[config.mk]
export PLATFORM = sky130hd
export DESIGN_NAME = quoted_command_line_tokenizer_unit
export DESIGN_NICKNAME = d
export VERILOG_FILES = /design/src/design/qclt_pkg.sv /design/src/design/qclt_core.sv /design/src/design/quoted_command_line_tokenizer_unit.sv
export VERILOG_INCLUDE_DIRS = /design/src /design/src/design
export SDC_FILE = /design/constraint.sdc
export NUM_CORES = 1
export LEC_CHECK = 0
export ABC_AREA = 0
export BUFFER_PORTS_ARGS = -buffer_cell sky130_fd_sc_hd__clkbuf_2
export CAP_MARGIN = 10
export CORE_ASPECT_RATIO = 1.75
export CORE_UTILIZATION = 35
export DETAILED_ROUTE_END_ITERATION = 12
export HOLD_SLACK_MARGIN = 0.06
export MAX_ROUTING_LAYER = met4
export PLACE_DENSITY = 0.62
export SYNTH_ARGS = -nofsm -noshare
export SYNTH_HDL_FRONTEND = slang
export SYNTH_SLANG_ARGS = --single-unit
[constraint.sdc]
create_clock -name clk -period 17.5 [get_ports clk]
set_input_delay 3.5 -clock clk [delete_from_list [all_inputs] [get_ports clk]]
set_output_delay 3.5 -clock clk [all_outputs]
set_load 0.05 [all_outputs]
[src/design/quoted_command_line_tokenizer_unit_defines.svh]
// ----------------------------------------------------------------------------
// Tokenizer assertion macros
// Shared concurrent assertion wrappers, clocked on clk, quiet in reset.
// ----------------------------------------------------------------------------
`ifndef QUOTED_COMMAND_LINE_TOKENIZER_UNIT_DEFINES_SVH
`define QUOTED_COMMAND_LINE_TOKENIZER_UNIT_DEFINES_SVH

// label: property checked at every edge outside reset
`define QCLT_ASSERT(label, prop, msg) \
  label: assert property (@(posedge clk) disable iff (rst) (prop)) else $error(msg);

// label: antecedent implies consequent in the next cycle, outside reset
`define QCLT_ASSERT_NEXT(label, ante, cons, msg) \
  label: assert property (@(posedge clk) disable iff (rst) (ante) |=> (cons)) else $error(msg);

`endif

[src/design/qclt_pkg.sv]
// ----------------------------------------------------------------------------
// Tokenizer package
// Constants, result codes and result records shared by the tokenizer modules.
// ----------------------------------------------------------------------------
`timescale 1ns / 1ps

package qclt_pkg;

  localparam int MAX_ARGS  = 10;
  localparam int LINE_MAX  = 64;
  localparam int PKT_SLOTS = 3;
  localparam int PKT_DEPTH = 2;

  localparam logic [7:0] CH_SPACE  = 8'h20;
  localparam logic [7:0] CH_TAB    = 8'h09;
  localparam logic [7:0] CH_LF     = 8'h0A;
  localparam logic [7:0] CH_CR     = 8'h0D;
  localparam logic [7:0] CH_BELL   = 8'h07;
  localparam logic [7:0] CH_SQUOTE = 8'h27;
  localparam logic [7:0] CH_DQUOTE = 8'h22;

  localparam logic [1:0] KIND_BYTE   = 2'd0;
  localparam logic [1:0] KIND_END    = 2'd1;
  localparam logic [1:0] KIND_STATUS = 2'd2;

  localparam logic [1:0] ST_OK       = 2'd0;
  localparam logic [1:0] ST_BLANK    = 2'd1;
  localparam logic [1:0] ST_UNBAL    = 2'd2;
  localparam logic [1:0] ST_TOO_MANY = 2'd3;

  typedef struct packed {
    logic [1:0] kind;
    logic [7:0] char_out;
    logic [3:0] token_index;
    logic [6:0] token_length;
    logic       strip_quotes;
    logic [1:0] status;
    logic [3:0] arg_count;
    logic       last;
  } res_t;

  // results caused by one input item, compacted from slot 0 up
  typedef struct packed {
    res_t [PKT_SLOTS-1:0] slot;
    logic [1:0]           n;
  } pkt_t;

endpackage

[src/design/qclt_core.sv]
// ----------------------------------------------------------------------------
// Tokenizer core
// Line state registers and the per-character step that forms the results.
// ----------------------------------------------------------------------------
`timescale 1ns / 1ps

module qclt_core
  import qclt_pkg::*;
(
  input  logic       clk,
  input  logic       rst,
  input  logic       accept,
  input  logic [7:0] char_in,
  input  logic       end_of_line,
  output pkt_t       pkt
);

  logic       quote_open, quote_open_next;
  logic [7:0] open_quote_char, open_quote_char_next;
  logic       in_token, in_token_next;
  logic [3:0] token_total, token_total_next;
  logic [6:0] current_length, current_length_next;
  logic [7:0] first_byte, first_byte_next;
  logic [7:0] last_byte, last_byte_next;
  logic       overflow_seen, overflow_seen_next;

  logic       ws, is_quote, tok, start, full;
  logic       qo1, in1, ovf1;
  logic [7:0] oqc1, first1, last1;
  logic [3:0] tt1;
  logic [6:0] len_base, len1;
  logic       has_byte, has_end, has_stat;
  res_t       byte_r, end_r, stat_r;
  logic [1:0] n;
  logic [1:0] st;

  function automatic logic strip_of(input logic [7:0] f, input logic [7:0] l);
    strip_of = (f == CH_SQUOTE || f == CH_DQUOTE) && (l == f);
  endfunction

  always_comb begin
    ws       = (char_in == CH_SPACE) || (char_in == CH_TAB) ||
               (char_in == CH_LF) || (char_in == CH_CR);
    is_quote = (char_in == CH_SQUOTE) || (char_in == CH_DQUOTE);

    qo1  = quote_open;
    oqc1 = open_quote_char;
    if (is_quote) begin
      if (!quote_open) begin
        qo1  = 1'b1;
        oqc1 = char_in;
      end else if (char_in == open_quote_char) begin
        qo1  = 1'b0;
        oqc1 = 8'h00;
      end
    end
    tok = is_quote || !ws || quote_open;

    start    = tok && !in_token;
    full     = token_total >= 4'(MAX_ARGS);
    tt1      = (start && !full) ? token_total + 4'd1 : token_total;
    ovf1     = overflow_seen || (start && full);
    first1   = start ? char_in : first_byte;
    last1    = tok ? char_in : last_byte;
    len_base = start ? 7'd0 : current_length;
    len1     = tok ? ((len_base < 7'(LINE_MAX)) ? len_base + 7'd1 : len_base) : 7'd0;
    in1      = tok;

    byte_r             = '0;
    byte_r.kind        = KIND_BYTE;
    byte_r.char_out    = (ws || char_in == CH_BELL) ? CH_SPACE : char_in;
    byte_r.token_index = tt1 - 4'd1;
    has_byte           = tok && !ovf1;

    end_r      = '0;
    end_r.kind = KIND_END;
    if (tok) begin
      has_end            = end_of_line && !ovf1;
      end_r.token_index  = tt1 - 4'd1;
      end_r.token_length = len1;
      end_r.strip_quotes = strip_of(first1, last1);
    end else begin
      has_end            = in_token && !overflow_seen;
      end_r.token_index  = token_total - 4'd1;
      end_r.token_length = current_length;
      end_r.strip_quotes = strip_of(first_byte, last_byte);
    end

    priority if (qo1) st = ST_UNBAL;
    else if (ovf1) st = ST_TOO_MANY;
    else if (tt1 == 4'd0) st = ST_BLANK;
    else st = ST_OK;
    stat_r           = '0;
    stat_r.kind      = KIND_STATUS;
    stat_r.status    = st;
    stat_r.arg_count = tt1;
    has_stat         = end_of_line;

    pkt = '0;
    n   = 2'd0;
    if (has_byte) begin
      pkt.slot[n] = byte_r;
      n = n + 2'd1;
    end
    if (has_end) begin
      pkt.slot[n] = end_r;
      n = n + 2'd1;
    end
    if (has_stat) begin
      pkt.slot[n] = stat_r;
      n = n + 2'd1;
    end
    if (n != 2'd0) begin
      pkt.slot[n - 2'd1].last = 1'b1;
    end
    pkt.n = n;

    if (end_of_line) begin
      quote_open_next      = 1'b0;
      open_quote_char_next = 8'h00;
      in_token_next        = 1'b0;
      token_total_next     = 4'd0;
      current_length_next  = 7'd0;
      first_byte_next      = 8'h00;
      last_byte_next       = 8'h00;
      overflow_seen_next   = 1'b0;
    end else begin
      quote_open_next      = qo1;
      open_quote_char_next = oqc1;
      in_token_next        = in1;
      token_total_next     = tt1;
      current_length_next  = len1;
      first_byte_next      = first1;
      last_byte_next       = last1;
      overflow_seen_next   = ovf1;
    end
  end

  always_ff @(posedge clk) begin
    if (rst) begin
      quote_open      <= 1'b0;
      open_quote_char <= 8'h00;
      in_token        <= 1'b0;
      token_total     <= 4'd0;
      current_length  <= 7'd0;
      first_byte      <= 8'h00;
      last_byte       <= 8'h00;
      overflow_seen   <= 1'b0;
    end else if (accept) begin
      quote_open      <= quote_open_next;
      open_quote_char <= open_quote_char_next;
      in_token        <= in_token_next;
      token_total     <= token_total_next;
      current_length  <= current_length_next;
      first_byte      <= first_byte_next;
      last_byte       <= last_byte_next;
      overflow_seen   <= overflow_seen_next;
    end
  end

endmodule

[src/design/quoted_command_line_tokenizer_unit.sv]
// ----------------------------------------------------------------------------
// Quoted command-line tokenizer
// Splits a command line, one character per item, into token bytes, token
// ends and an end-of-line status.
// ----------------------------------------------------------------------------
// Usage:
//   s_axis carries one character per item in tdata[7:0]; tlast marks the last
//   character of a line. m_axis carries results: tuser is the kind (byte, token
//   end, line status), tdata the payload fields, tlast the final result of the
//   input item that caused it.
//   The results of an item are registered into the result buffer when it is
//   accepted, and are offered from there in order.
//   Throughput: one item per cycle while m_axis_tready is high and each item
//   gives at most one result. An item that gives two or three results holds
//   the single output port while they are sent one by one; a two-entry buffer
//   of per-item result groups sits between the step logic and the output, and
//   s_axis_tready is low only while both entries are in use.
//   Reset clears the line state and drops buffered results.
//   When the receiver stalls, results wait in the buffer and input is taken
//   until it fills; nothing is lost.
// ----------------------------------------------------------------------------
`timescale 1ns / 1ps
`include "quoted_command_line_tokenizer_unit_defines.svh"

module quoted_command_line_tokenizer_unit
  import qclt_pkg::*;
(
  input  logic        clk,
  input  logic        rst,
  input  logic        s_axis_tvalid,
  output logic        s_axis_tready,
  input  logic [7:0]  s_axis_tdata,   // [7:0] char_in
  input  logic        s_axis_tlast,
  output logic        m_axis_tvalid,
  input  logic        m_axis_tready,
  output logic [31:0] m_axis_tdata,   // [7:0] char_out, [11:8] token_index,
                                      // [18:12] token_length, [19] strip_quotes,
                                      // [21:20] status, [25:22] arg_count
  output logic [1:0]  m_axis_tuser,   // [1:0] kind
  output logic        m_axis_tlast
);

  pkt_t       pkt;
  pkt_t       buf_q [PKT_DEPTH];
  logic       wr_ptr;
  logic       rd_ptr;
  logic [1:0] count, count_next;
  logic [1:0] slot;
  logic       accept, push, pop, head_done;
  pkt_t       head;
  res_t       res;

  assign s_axis_tready = (count != 2'(PKT_DEPTH));
  assign accept        = s_axis_tvalid && s_axis_tready;

  qclt_core u_core (
    .clk         (clk),
    .rst         (rst),
    .accept      (accept),
    .char_in     (s_axis_tdata),
    .end_of_line (s_axis_tlast),
    .pkt         (pkt)
  );

  assign push      = accept && (pkt.n != 2'd0);
  assign head      = buf_q[rd_ptr];
  assign res       = head.slot[slot];
  assign pop       = m_axis_tvalid && m_axis_tready;
  assign head_done = pop && (slot == head.n - 2'd1);

  always_comb begin
    count_next = count;
    if (push && !head_done) begin
      count_next = count + 2'd1;
    end else if (!push && head_done) begin
      count_next = count - 2'd1;
    end
  end

  always_ff @(posedge clk) begin
    if (rst) begin
      wr_ptr <= 1'b0;
      rd_ptr <= 1'b0;
      count  <= 2'd0;
      slot   <= 2'd0;
    end else begin
      count <= count_next;
      if (push) begin
        wr_ptr <= !wr_ptr;
      end
      if (head_done) begin
        rd_ptr <= !rd_ptr;
        slot   <= 2'd0;
      end else if (pop) begin
        slot <= slot + 2'd1;
      end
    end
  end

  always_ff @(posedge clk) begin
    if (push) begin
      buf_q[wr_ptr] <= pkt;
    end
  end

  assign m_axis_tvalid = (count != 2'd0);
  assign m_axis_tuser  = res.kind;
  assign m_axis_tlast  = res.last;
  assign m_axis_tdata  = {6'd0, res.arg_count, res.status, res.strip_quotes,
                          res.token_length, res.token_index, res.char_out};

  `QCLT_ASSERT(a_count_bound, count <= 2'(PKT_DEPTH), "result buffer overfilled")
  `QCLT_ASSERT(a_slot_in_range, (count != 2'd0) |-> (slot < head.n), "slot past group end")
  `QCLT_ASSERT(a_status_is_last, (m_axis_tvalid && m_axis_tuser == KIND_STATUS) |-> m_axis_tlast, "status not last")
  `QCLT_ASSERT_NEXT(a_push_shows, count == 2'd0 && push, m_axis_tvalid, "pushed group not offered")

endmodule
Word level (Yosys, flattened, before mapping)
Memory sizes are Yosys's and may differ from the RTL's. A register that Yosys moved wholly into a read port is not among the register bits.
Cells that the tools add are included.
{"block": "word_totals", "regBits": 44, "ramBits": 178, "in_bits": 13, "out_inout_bits": 37, "word_cells": 143, "memories": 1}
{"block": "op_classes", "add_sub_neg": 11, "n_lt_le_gt_ge": 9, "eq_ne": 17, "mux": 50, "n_reduce_logical": 43}
{"name": "buf_q", "depth": 2, "width": 89, "rd": 1, "rd_ports_with_merged_regs": 1, "write_ports": 1, "line": "quoted_command_line_tokenizer_unit.sv:44", "text": "pkt_t buf_q [PKT_DEPTH];"}
{"operator": "87-bit bitwise mux", "count": 3}
{"operator": "87-bit 2-to-1 mux", "count": 3}
{"operator": "29-bit demux with 2-bit select", "count": 3}
{"operator": "29-bit 2-to-1 mux", "count": 3}
{"operator": "8-bit 2-to-1 mux", "count": 9}
{"operator": "29-bit binary-select mux with 2-bit select", "count": 1}
{"operator": "8-bit by 6-bit equality test with 1-bit output (second input constant)", "count": 7}
{"operator": "7-bit 2-to-1 mux", "count": 4}
{"operator": "27-bit 2-to-1 mux", "count": 1}
{"operator": "8-bit by 4-bit equality test with 1-bit output (second input constant)", "count": 3}
{"operator": "8-bit equality test", "count": 3}
{"operator": "1-bit logical AND", "count": 17}
{"operator": "1-bit 2-to-1 mux", "count": 14}
{"operator": "12-bit 2-to-1 mux", "count": 1}
{"operator": "2-bit 2-to-1 mux", "count": 6}
{"operator": "1-bit logical OR", "count": 10}
{"operator": "1-bit zero test", "count": 9}
{"operator": "2-bit by 3-bit less-than comparator with 1-bit output (second input constant)", "count": 3}
{"operator": "8-bit by 3-bit equality test with 1-bit output (second input constant)", "count": 1}
{"operator": "4-bit 2-to-1 mux", "count": 2}
{"operator": "2-bit nonzero test", "count": 4}
{"operator": "4-bit by 1-bit subtractor with 4-bit output (second input constant)", "count": 2}
{"operator": "7-bit by 1-bit adder with 7-bit output (second input constant)", "count": 1}
{"operator": "7-bit less-than comparator (second input constant)", "count": 1}
{"operator": "other kinds (14)", "count": 19}

Depth between registers and ports, before layout
Gate-level depths: netlist (run 1).
{"block": "depth", "depth_word": 24, "depth_mapped": 16, "mapped_depth_nobuf": 15}

Cells and area by module
From an unflattened synthesis (run 1), not the netlist that was laid out.
{"block": "hier_totals", "hier_cells": 778, "hier_area_um2": 10241.1}
{"module": "quoted_command_line_tokenizer_unit", "n_inst": 1, "cells_each": 363, "area_per_inst_um2": 7129.3, "seq_area_each_um2": 5485.3}
{"module": "qclt_core", "n_inst": 1, "cells_each": 415, "area_per_inst_um2": 3111.7, "seq_area_each_um2": 760.7}

Worst setup path after synthesis (run 1)
No wires, ideal clock.
{"block": "synth_path", "kind": "in2reg", "from": "in s_axis_tdata[4]", "to": "mem buf_q[0][0] in the netlist's numbering, enable pin", "setup_time_ps": 485, "t_arrival_ps": 8484, "t_required_ps": 17015, "slack_ps": 8531, "stages": 9, "n_path_buf": 1, "cell_sequence": "or4_4 a31oi_4 a21bo_4 buf_6 o21ai_0 ha_1 xnor2_1 a21oi_1 nor2b_1"}
{"block": "synth_between", "elab_chain_len": 21, "elab_cells_between_ends": 29, "cone_classes": "add/sub (2); eq/ne (6); mux (6); reduce/logical (15)"}
{"item": "start: declaration", "line": "quoted_command_line_tokenizer_unit.sv:32", "text": "input logic [7:0] s_axis_tdata,"}
{"item": "8-bit by 6-bit equality test with 1-bit output / 8-bit by 4-bit equality test with 1-bit output (equally long branches)", "line": "qclt_core.sv:42", "text": "ws = (char_in == CH_SPACE) || (char_in == CH_TAB) ||"}
{"item": "1-bit logical OR (2 in series)", "line": "qclt_core.sv:42"}
{"item": "1-bit logical OR", "line": "qclt_core.sv:43", "text": "(char_in == CH_LF) || (char_in == CH_CR);"}
{"item": "1-bit zero test", "line": "qclt_core.sv:57", "text": "tok = is_quote || !ws || quote_open;"}
{"item": "1-bit logical OR (*) (2 in series)", "line": "qclt_core.sv:57"}
{"item": "1-bit logical AND", "line": "qclt_core.sv:59", "text": "start = tok && !in_token;"}
{"item": "1-bit logical AND", "line": "qclt_core.sv:62", "text": "ovf1 = overflow_seen || (start && full);"}
{"item": "1-bit logical OR", "line": "qclt_core.sv:62"}
{"item": "[4 not listed]"}
{"item": "2-bit 2-to-1 mux (*)", "line": "qclt_core.sv:105", "text": "if (has_end) begin"}
{"item": "2-bit by 1-bit adder with 2-bit output", "line": "qclt_core.sv:111", "text": "n = n + 2'd1;"}
{"item": "2-bit 2-to-1 mux (*)", "line": "qclt_core.sv:109", "text": "if (has_stat) begin"}
{"item": "2-bit nonzero test (*)", "line": "quoted_command_line_tokenizer_unit.sv:65", "text": "assign push = accept && (pkt.n != 2'd0);"}
{"item": "1-bit logical AND (*)", "line": "quoted_command_line_tokenizer_unit.sv:65"}
{"item": "via push", "line": "quoted_command_line_tokenizer_unit.sv:49", "text": "logic accept, push, pop, head_done;"}
{"item": "1-bit 2-to-1 mux (*)", "line": "quoted_command_line_tokenizer_unit.sv:101", "text": "if (push) begin"}
{"item": "1-bit 2-to-1 mux (implied by the code) (*)", "line": "quoted_command_line_tokenizer_unit.sv:102", "text": "buf_q[wr_ptr] <= pkt;"}
{"item": "end: declaration", "line": "quoted_command_line_tokenizer_unit.sv:44"}
Mark *: on every way through the listed nets, which the timed path passes. The rest lies on a longest branch.

Final worst setup path (run 1)
{"block": "layout_path", "from": "in s_axis_tdata[4]", "to": "mem buf_q[0][12] in the netlist's numbering, enable pin"}
Same word-level chain as after synthesis.

==> results of run 1 <==
-- cells in the final DEF, fill, tap and decap left out, drive strengths merged, types with 21 or more instances in the layout --
cell type,count
edfxtp,120
dfxtp,45
nor2,91
inv,30
mux4,21
nor2b,23
and2,21
mux2i,23
a21oi,24
clkbuf,60
-- power by group through the flow --
stage	Combinational (mW)	Sequential [mW]	Clock, mW
2_1_floorplan	0.246	0.491	0
3_3_place_gp	0.309	0.495	0
3_5_place_dp	0.310	0.497	0
4_1_cts	0.310	0.488	0.386
5_1_grt	0.327	0.492	0.403
6_report	0.304	0.487	0.382
-- cells by family (layout without fill, tap and decap cells) --
logic type	count (synthesis)	count (layout)	synth area share, %
flops	165	165	58.8
xor+xnor	29	29	3.32
fa+ha+maj	9	9	1.47
compound gates	97	97	9.22
mux	44	44	9.18
other cells	1	6	0.0490
simple gates	215	215	14.2
buf+inv	62	103	3.73
-- path summary, 6_finish.rpt --
kind                              from                        end  slack [ps]  cells after the start
max                    s_axis_tdata[4]               buf_q[0][12]       10020                     12
min          u_core.open_quote_char[2]  u_core.open_quote_char[2]         470                      1
max reg2reg      u_core.token_total[0]               buf_q[0][12]       12750                     12
min reg2reg  u_core.open_quote_char[2]  u_core.open_quote_char[2]         470                      1
-- cell type report --
cell class                 count  area [um2]  area share [%]
clock inverter                15         184            2.11
clock buffer                  17         425            4.88
multi-input combinational    400        2900            33.2
timing repair buffer          49         260            2.99
tap                          292         365            4.19
sequential                   165        4510            51.7
inverter                      22        82.6           0.947
-- per-layer routing --
metal / global-route usage (%) / part of all wire (%) / up-vias
met3: 3.25 / 2.7 / 16
li1: - / - / 2324
met2: 28.5 / 57 / 64
met4: 5.77 / 1.9 / 0
met5: - / 0 / -
met1: 15.3 / 38 / 2338
-- sequential cells by signal (all words and copies together) (netlist names), named ones only --
signal / count
buf_q: 120
count: 2
rd_ptr: 1
slot: 2
u_core.current_length: 7
u_core.first_byte: 8
u_core.in_token: 1
u_core.last_byte: 8
u_core.open_quote_char: 8
u_core.overflow_seen: 1
u_core.quote_open: 1
u_core.token_total: 4
wr_ptr: 1
-- metrics by stage --
| stage | setup slack (ps) | instance area [um2] |
|---|---|---|
| finish | 10020 | 8720 |
| CTS | 9970 | 8720 |
| detailed placement | 9520 | 8110 |
| floorplan | 8530 | 7680 |
| global route | 9680 | 8720 |
| global placement | 9570 | 8110 |
==> results.yml, run 1 <==
worst_setup_path:
  worstPathArrival_ps: 7550
  crit_top_cell: "o21ai_0"
  critical_path_required_ps: 17570
  path_delay_family: "compound AO/OA/AOI/OAI gates"
  path_buf_inv: 3
  cp-end-kind: "flip-flop"
  path_class: "input pin to flip-flop"
  crit_fanout: 43
  crit_slowest_cell: "buf_4"
  startpoint_type: "input pin"
  path_cells: "clkbuf_2 -> or4_4 -> a31oi_4 -> a21bo_4 -> o21ai_0 -> inv_1 -> ha_1 -> nand2_1 -> o21ai_0 -> a21oi_1 -> nor2b_4 -> buf_4"
  max_stage_delay_ps: 570
floorplan:
  core.rowCount: 71
  fp.dieW_um: 114
  die_area_um2: 22500
  die_y_um: 198
  core_um2: 21500
  initial_utilization_pct: 35.6
  io_pins: 50
timing:
  fmax_mhz: 134
  tightest_slew_ps: 877
  finalCritPeriodShare_pct: 42.7
  grt_setup_unrepaired: "no"
  final-setup-viol-count: 0
  hold_slack_ps: 474
  slew_violations: 0
  skew_ps: 10.5
  hold_violations: 0
  fin_setup_tns_ps: 0
  max_slew_margin_pct: 41.1
  fin_crit_ps: 7480
pwr:
  power.internal_mw: 0.774
  vdd_drop_max_mv: 0.0695
  sw_frac_of_total_pct: 34.0
  p_leak_nw: 3.03
  switching_power_mw: 0.399
  p_per_area_nw_per_um2: 135
  p_comb_share_pct: 25.9
  total_power_mw: 1.17
  pwr-share-clk_pct: 32.5
  seq_power_share_pct: 41.6
logic_synthesis:
  synth-main-ff-cell: "edfxtp_1"
  syn_area_um2: 7660
  yosysMostFrequentCell: "edfxtp_1"
  yosys.area.top_type_share_pct: 47.1
  ys_ff_latch: 165
  synthTopCellsByCount: "120 x edfxtp_1, 90 x nor2_1, 45 x dfxtp_1"
  synth.largest_area_cell: "edfxtp_1"
  synthDistinctLibCells: 67
  syn_inst: 622
  yosysSeqAreaShare_pct: 58.8
  synthTopCellsByArea: "edfxtp_1 47%, dfxtp_1 12%, mux4_2 6.2%"
  ys_warn_count: 0
  synth-edff-count: 120
  synth-async-reset-ratio_pct: 0
  synth_area_per_cell_um2: 12.3
grt:
  grt_max_degree: 46
  track_usage_pct: 15.2
  grt_pass1_wl_mm: 25.1
  grt_pass1_vias: 4824
  globalRoute.totalOverflow: 0
  antenna_found_initial: 0
route:
  drt_iter0_drc: 218
  ant_nets: 0
  first_pass_iters: 4
  drc: 0
  via_count: 4742
  wire_per_inst_um: 16.3
  finalWirelength_mm: 15.6
  viasPerCell: 4.94
finish:
  final_nets: 677
  syn_to_final_growth_pct: 13.9
  drive_above_1_share_pct: 18.4
  fill_cells: 2095
  post-route-util_pct: 40.6
  diodes: 0
  instances_no_fill: 960
clocking:
  cts_tree: "yes"
  path_clk_slew_ps: 60
  cts_resized: 0
  clockBufferDepth: 2
  ctsHtreeMaxLevel: 4
  clk_latency_ps: 430
  cts_sinks: 165
  cts_buffers: 17
  cts_setup_buffers: 0
  holdBufCountCts: 0
  clockRootBuffer: "clkbuf_16"
min_path:
  hold_class: "flip-flop to flip-flop"
placed_design:
  place_congestion: 0.770
  dp.cells: 928
  hpwl_mm: 11.1
  portBuffers: 43
outcome:
  status: "finished, final reports clean"
job:
  max-cap-violations: 0
Power figures use the tool's default switching activity.
==> run 2, diff against run 1 <==
--- a/config.mk
+++ b/config.mk
@@ -6,7 +6,7 @@
 export SDC_FILE = /design/constraint.sdc
 export NUM_CORES = 1
 export LEC_CHECK = 0
-export ABC_AREA = 0
+export ABC_AREA = 1
 export BUFFER_PORTS_ARGS = -buffer_cell sky130_fd_sc_hd__clkbuf_2
 export CAP_MARGIN = 10
 export CORE_ASPECT_RATIO = 1.75
@@ -14,7 +14,7 @@
 export DETAILED_ROUTE_END_ITERATION = 12
 export HOLD_SLACK_MARGIN = 0.06
 export MAX_ROUTING_LAYER = met4
-export PLACE_DENSITY = 0.62
+export PLACE_DENSITY = 0.64
 export SYNTH_ARGS = -nofsm -noshare
 export SYNTH_HDL_FRONTEND = slang
 export SYNTH_SLANG_ARGS = --single-unit
==> constraint.sdc (replaced) <==
create_clock -name clk -period 6.75 [get_ports clk]
set_input_delay 1.35 -clock clk [delete_from_list [all_inputs] [get_ports clk]]
set_output_delay 1.35 -clock clk [all_outputs]
set_load 0.05 [all_outputs]
==> run 2 against run 1 <==
  * Hold slack got worse by 12 ps
  * Sequential share of layout area fell by 1.4 points
  * Global-route usage rose by 3.0 points
  * Final area rose by 2.8%
  * Critical path depth rose by 7
  * Setup slack got worse by 8300 ps
  * Clock power rose to 2.6 times the previous value
  * Wire length rose by 22%
  * Clock skew rose by 2.5 ps
  * Critical path type unchanged
  * Largest power group unchanged
  * Sequential power rose to 2.6 times the previous value
  * Highest routed layer unchanged
  * Core utilization rose by 0.064 points
  * Final cell count rose by 25%
  * Largest cell class unchanged
==> results.yml, run 2 <==
worst_setup_path:
  rr_endpoint: "buf_q[0][42]"
  startpoint_type: "input pin"
  path_cells: "clkbuf_2 -> inv_2 -> nand2_1 -> nor2_2 -> nand2_1 -> nand2_2 -> nand2_4 -> inv_1 -> nand2_1 -> nand2_2 -> ha_1 -> nand2_1 -> inv_1 -> nor2_1 -> inv_1 -> a21oi_1 -> inv_1 -> nor2_4 -> buf_12"
  crit_fanout: 46
  cp-end-kind: "flip-flop"
  path_class: "input pin to flip-flop"
  worstPathArrival_ps: 5130
  crit_slowest_cell: "nor2_4"
  r2r_cells: 15
  max_stage_delay_ps: 410
  critical_path_required_ps: 6850
  r2r-start: "u_core.token_total[0]"
  r2r_setup_slack_ps: 2700
logic_synthesis:
  synth_simple_gate_area_share_pct: 20.3
  synth_top_family_by_area: "simple AND/OR/NAND/NOR gates"
  synth_area_per_cell_um2: 9.16
  synthDistinctLibCells: 45
  synth-edff-count: 120
  synth_compound_area_share_pct: 12.8
  ys_ff_latch: 165
  synthMuxAreaShare_pct: 0
  synth_fa_ha_area_share_pct: 1.43
  synth.largest_area_cell: "edfxtp_1"
  syn_inst: 860
  synth-async-reset-ratio_pct: 0
  synth-main-ff-cell: "edfxtp_1"
  synthTopCellsByCount: "161 x nand2_1, 137 x nor2_1, 120 x edfxtp_1"
  yosysMostFrequentCell: "nand2_1"
  synthTopCellsByArea: "edfxtp_1 46%, dfxtp_1 11%, nand2_1 7.7%"
  ys_warn_count: 0
  synthXorXnorAreaFrac_pct: 1.33
  yosysSeqAreaShare_pct: 57.2
  yosys.area.top_type_share_pct: 45.7
  syn_area_um2: 7880
clocking:
  clockBufferDepth: 2
  cts_resized: 0
  path_clk_slew_ps: 70
  clk_latency_ps: 430
  clockRootBuffer: "clkbuf_16"
  holdBufCountCts: 0
  ctsHtreeMaxLevel: 4
  cts_tree: "yes"
  cts_setup_buffers: 0
  cts_sinks: 165
  cts_buffers: 17
pwr:
  pwr-share-clk_pct: 29.6
  total_power_mw: 3.33
  vdd_drop_max_mv: 0.178
  p_comb_share_pct: 31.8
  power.internal_mw: 2.06
  p_per_area_nw_per_um2: 371
  switching_power_mw: 1.27
  seq_power_share_pct: 38.6
  sw_frac_of_total_pct: 38.0
  p_leak_nw: 3.43
route:
  finalWirelength_mm: 19.1
  wire_per_inst_um: 15.9
  ant_nets: 0
  drt_iter0_drc: 349
  first_pass_iters: 4
  via_count: 5895
  viasPerCell: 4.90
  drc: 0
floorplan:
  core.rowCount: 72
  fp.dieW_um: 115
  initial_utilization_pct: 35.7
  io_pins: 50
  die_y_um: 201
  core_um2: 22100
  die_area_um2: 23100
timing:
  final-setup-viol-count: 0
  skew_ps: 13.0
  slew_violations: 0
  grt_setup_unrepaired: "no"
  max_slew_margin_pct: 35.0
  finalCritPeriodShare_pct: 74.5
  hold_violations: 0
  fin_crit_ps: 5030
  fin_ws_ps: 1720
  hold_slack_ps: 461
  fmax_mhz: 199
  tightest_slew_ps: 963
  fin_setup_tns_ps: 0
grt:
  globalRoute.totalOverflow: 0
  grt_pass1_vias: 5957
  grt_max_degree: 61
  track_usage_pct: 18.3
  grt_pass1_wl_mm: 31.2
  antenna_found_initial: 0
min_path:
  min_to: "u_core.open_quote_char[7]"
  hold_class: "flip-flop to flip-flop"
  hp-start: "u_core.open_quote_char[7]"
  min_path_cells: 2
finish:
  diodes: 0
  post-route-util_pct: 40.6
  final_nets: 916
  final_common_cell: "nand2_1"
  drive_above_1_share_pct: 14.0
  instances_no_fill: 1203
  largest_register_ffs: 120
  regMostFlops: "buf_q"
  final_area_um2: 8960
  syn_to_final_growth_pct: 13.7
  fill_cells: 2185
  final_cell_mix: "161 x nand2_1, 134 x nor2_1, 120 x edfxtp_1"
job:
  max-cap-violations: 0
placed_design:
  dp.cells: 1171
  portBuffers: 43
  preCtsSetupSlack_ps: 1290
  hpwl_mm: 13.6
  place_congestion: 0.874
  placed_area_um2: 8370
outcome:
  status: "finished, final reports clean"
## run 2: cell count changes in the layout (fill, tap and decap cells not counted), sizes merged, moves of 14 or more
cell   change
a21oi     +26
a22oi     -19
and2      -21
inv       +54
mux2i     -23
mux4      -21
nand2    +152
nor2      +55
nor2b     -23
o21ai     +79
xnor2     -14
## run 2: cell families after synthesis
group / after synthesis
flip-flops: 165
AO/OA/AOI/OAI: 180
adder cells (fa/ha/maj): 9
AND/OR/NAND/NOR: 369
buffers and inverters: 124
XOR/XNOR: 12
other: 1
## run 2: how the worst max path moves through the flow
stage | start | end | slack (ps) | cells after the start
6_report | s_axis_tdata[7] | buf_q[0][42] | 1720 | 19
5_1_grt | s_axis_tdata[7] | buf_q[0][16] | 1290 | 19
4_1_cts | s_axis_tdata[7] | buf_q[0][42] | 1710 | 19
3_5_place_dp | s_axis_tdata[7] | buf_q[0][42] | 1290 | 19
3_3_place_gp | s_axis_tdata[7] | buf_q[0][16] | 1420 | 22
2_1_floorplan | s_axis_tdata[0] | buf_q[1][0] | 230 | 21
## run 2: area by class of cell
type / instances / area [um2] / area share [%]
clock buffer: 20 / 447 / 4.98
clock inverter: 12 / 151 / 1.69
inverter: 82 / 318 / 3.55
multi-input combinational: 576 / 2870 / 32.0
sequential: 165 / 4510 / 50.3
tap: 296 / 370 / 4.13
timing repair buffer: 52 / 308 / 3.43
## run 2: power groups by stage
stage,clock (mW),sequential (mW),combinational (mW)
2_1_floorplan,0,1.29,0.797
3_3_place_gp,0,1.30,1.06
3_5_place_dp,0,1.31,1.07
4_1_cts,1.00,1.28,1.08
5_1_grt,1.04,1.30,1.15
6_report,0.986,1.28,1.06
## run 2: layer usage
layer	routed length, um	GRT usage, %	vias to the layer above	part of all wire, %
met5	0	-	-	0
met4	614	9.37	0	3.2
met3	510	3.23	36	2.7
met2	10700	31.6	111	56
met1	7290	19.5	2790	38
li1	-	-	2958	-
## run 2: worst max-delay path: cells and delay by family
family | cells | cell delay (ps)
and+or+nand+nor | 10 | 1920
buffers and inverters | 7 | 1270
adders and majority gates | 1 | 280
AOI/OAI and AO/OA | 1 | 250
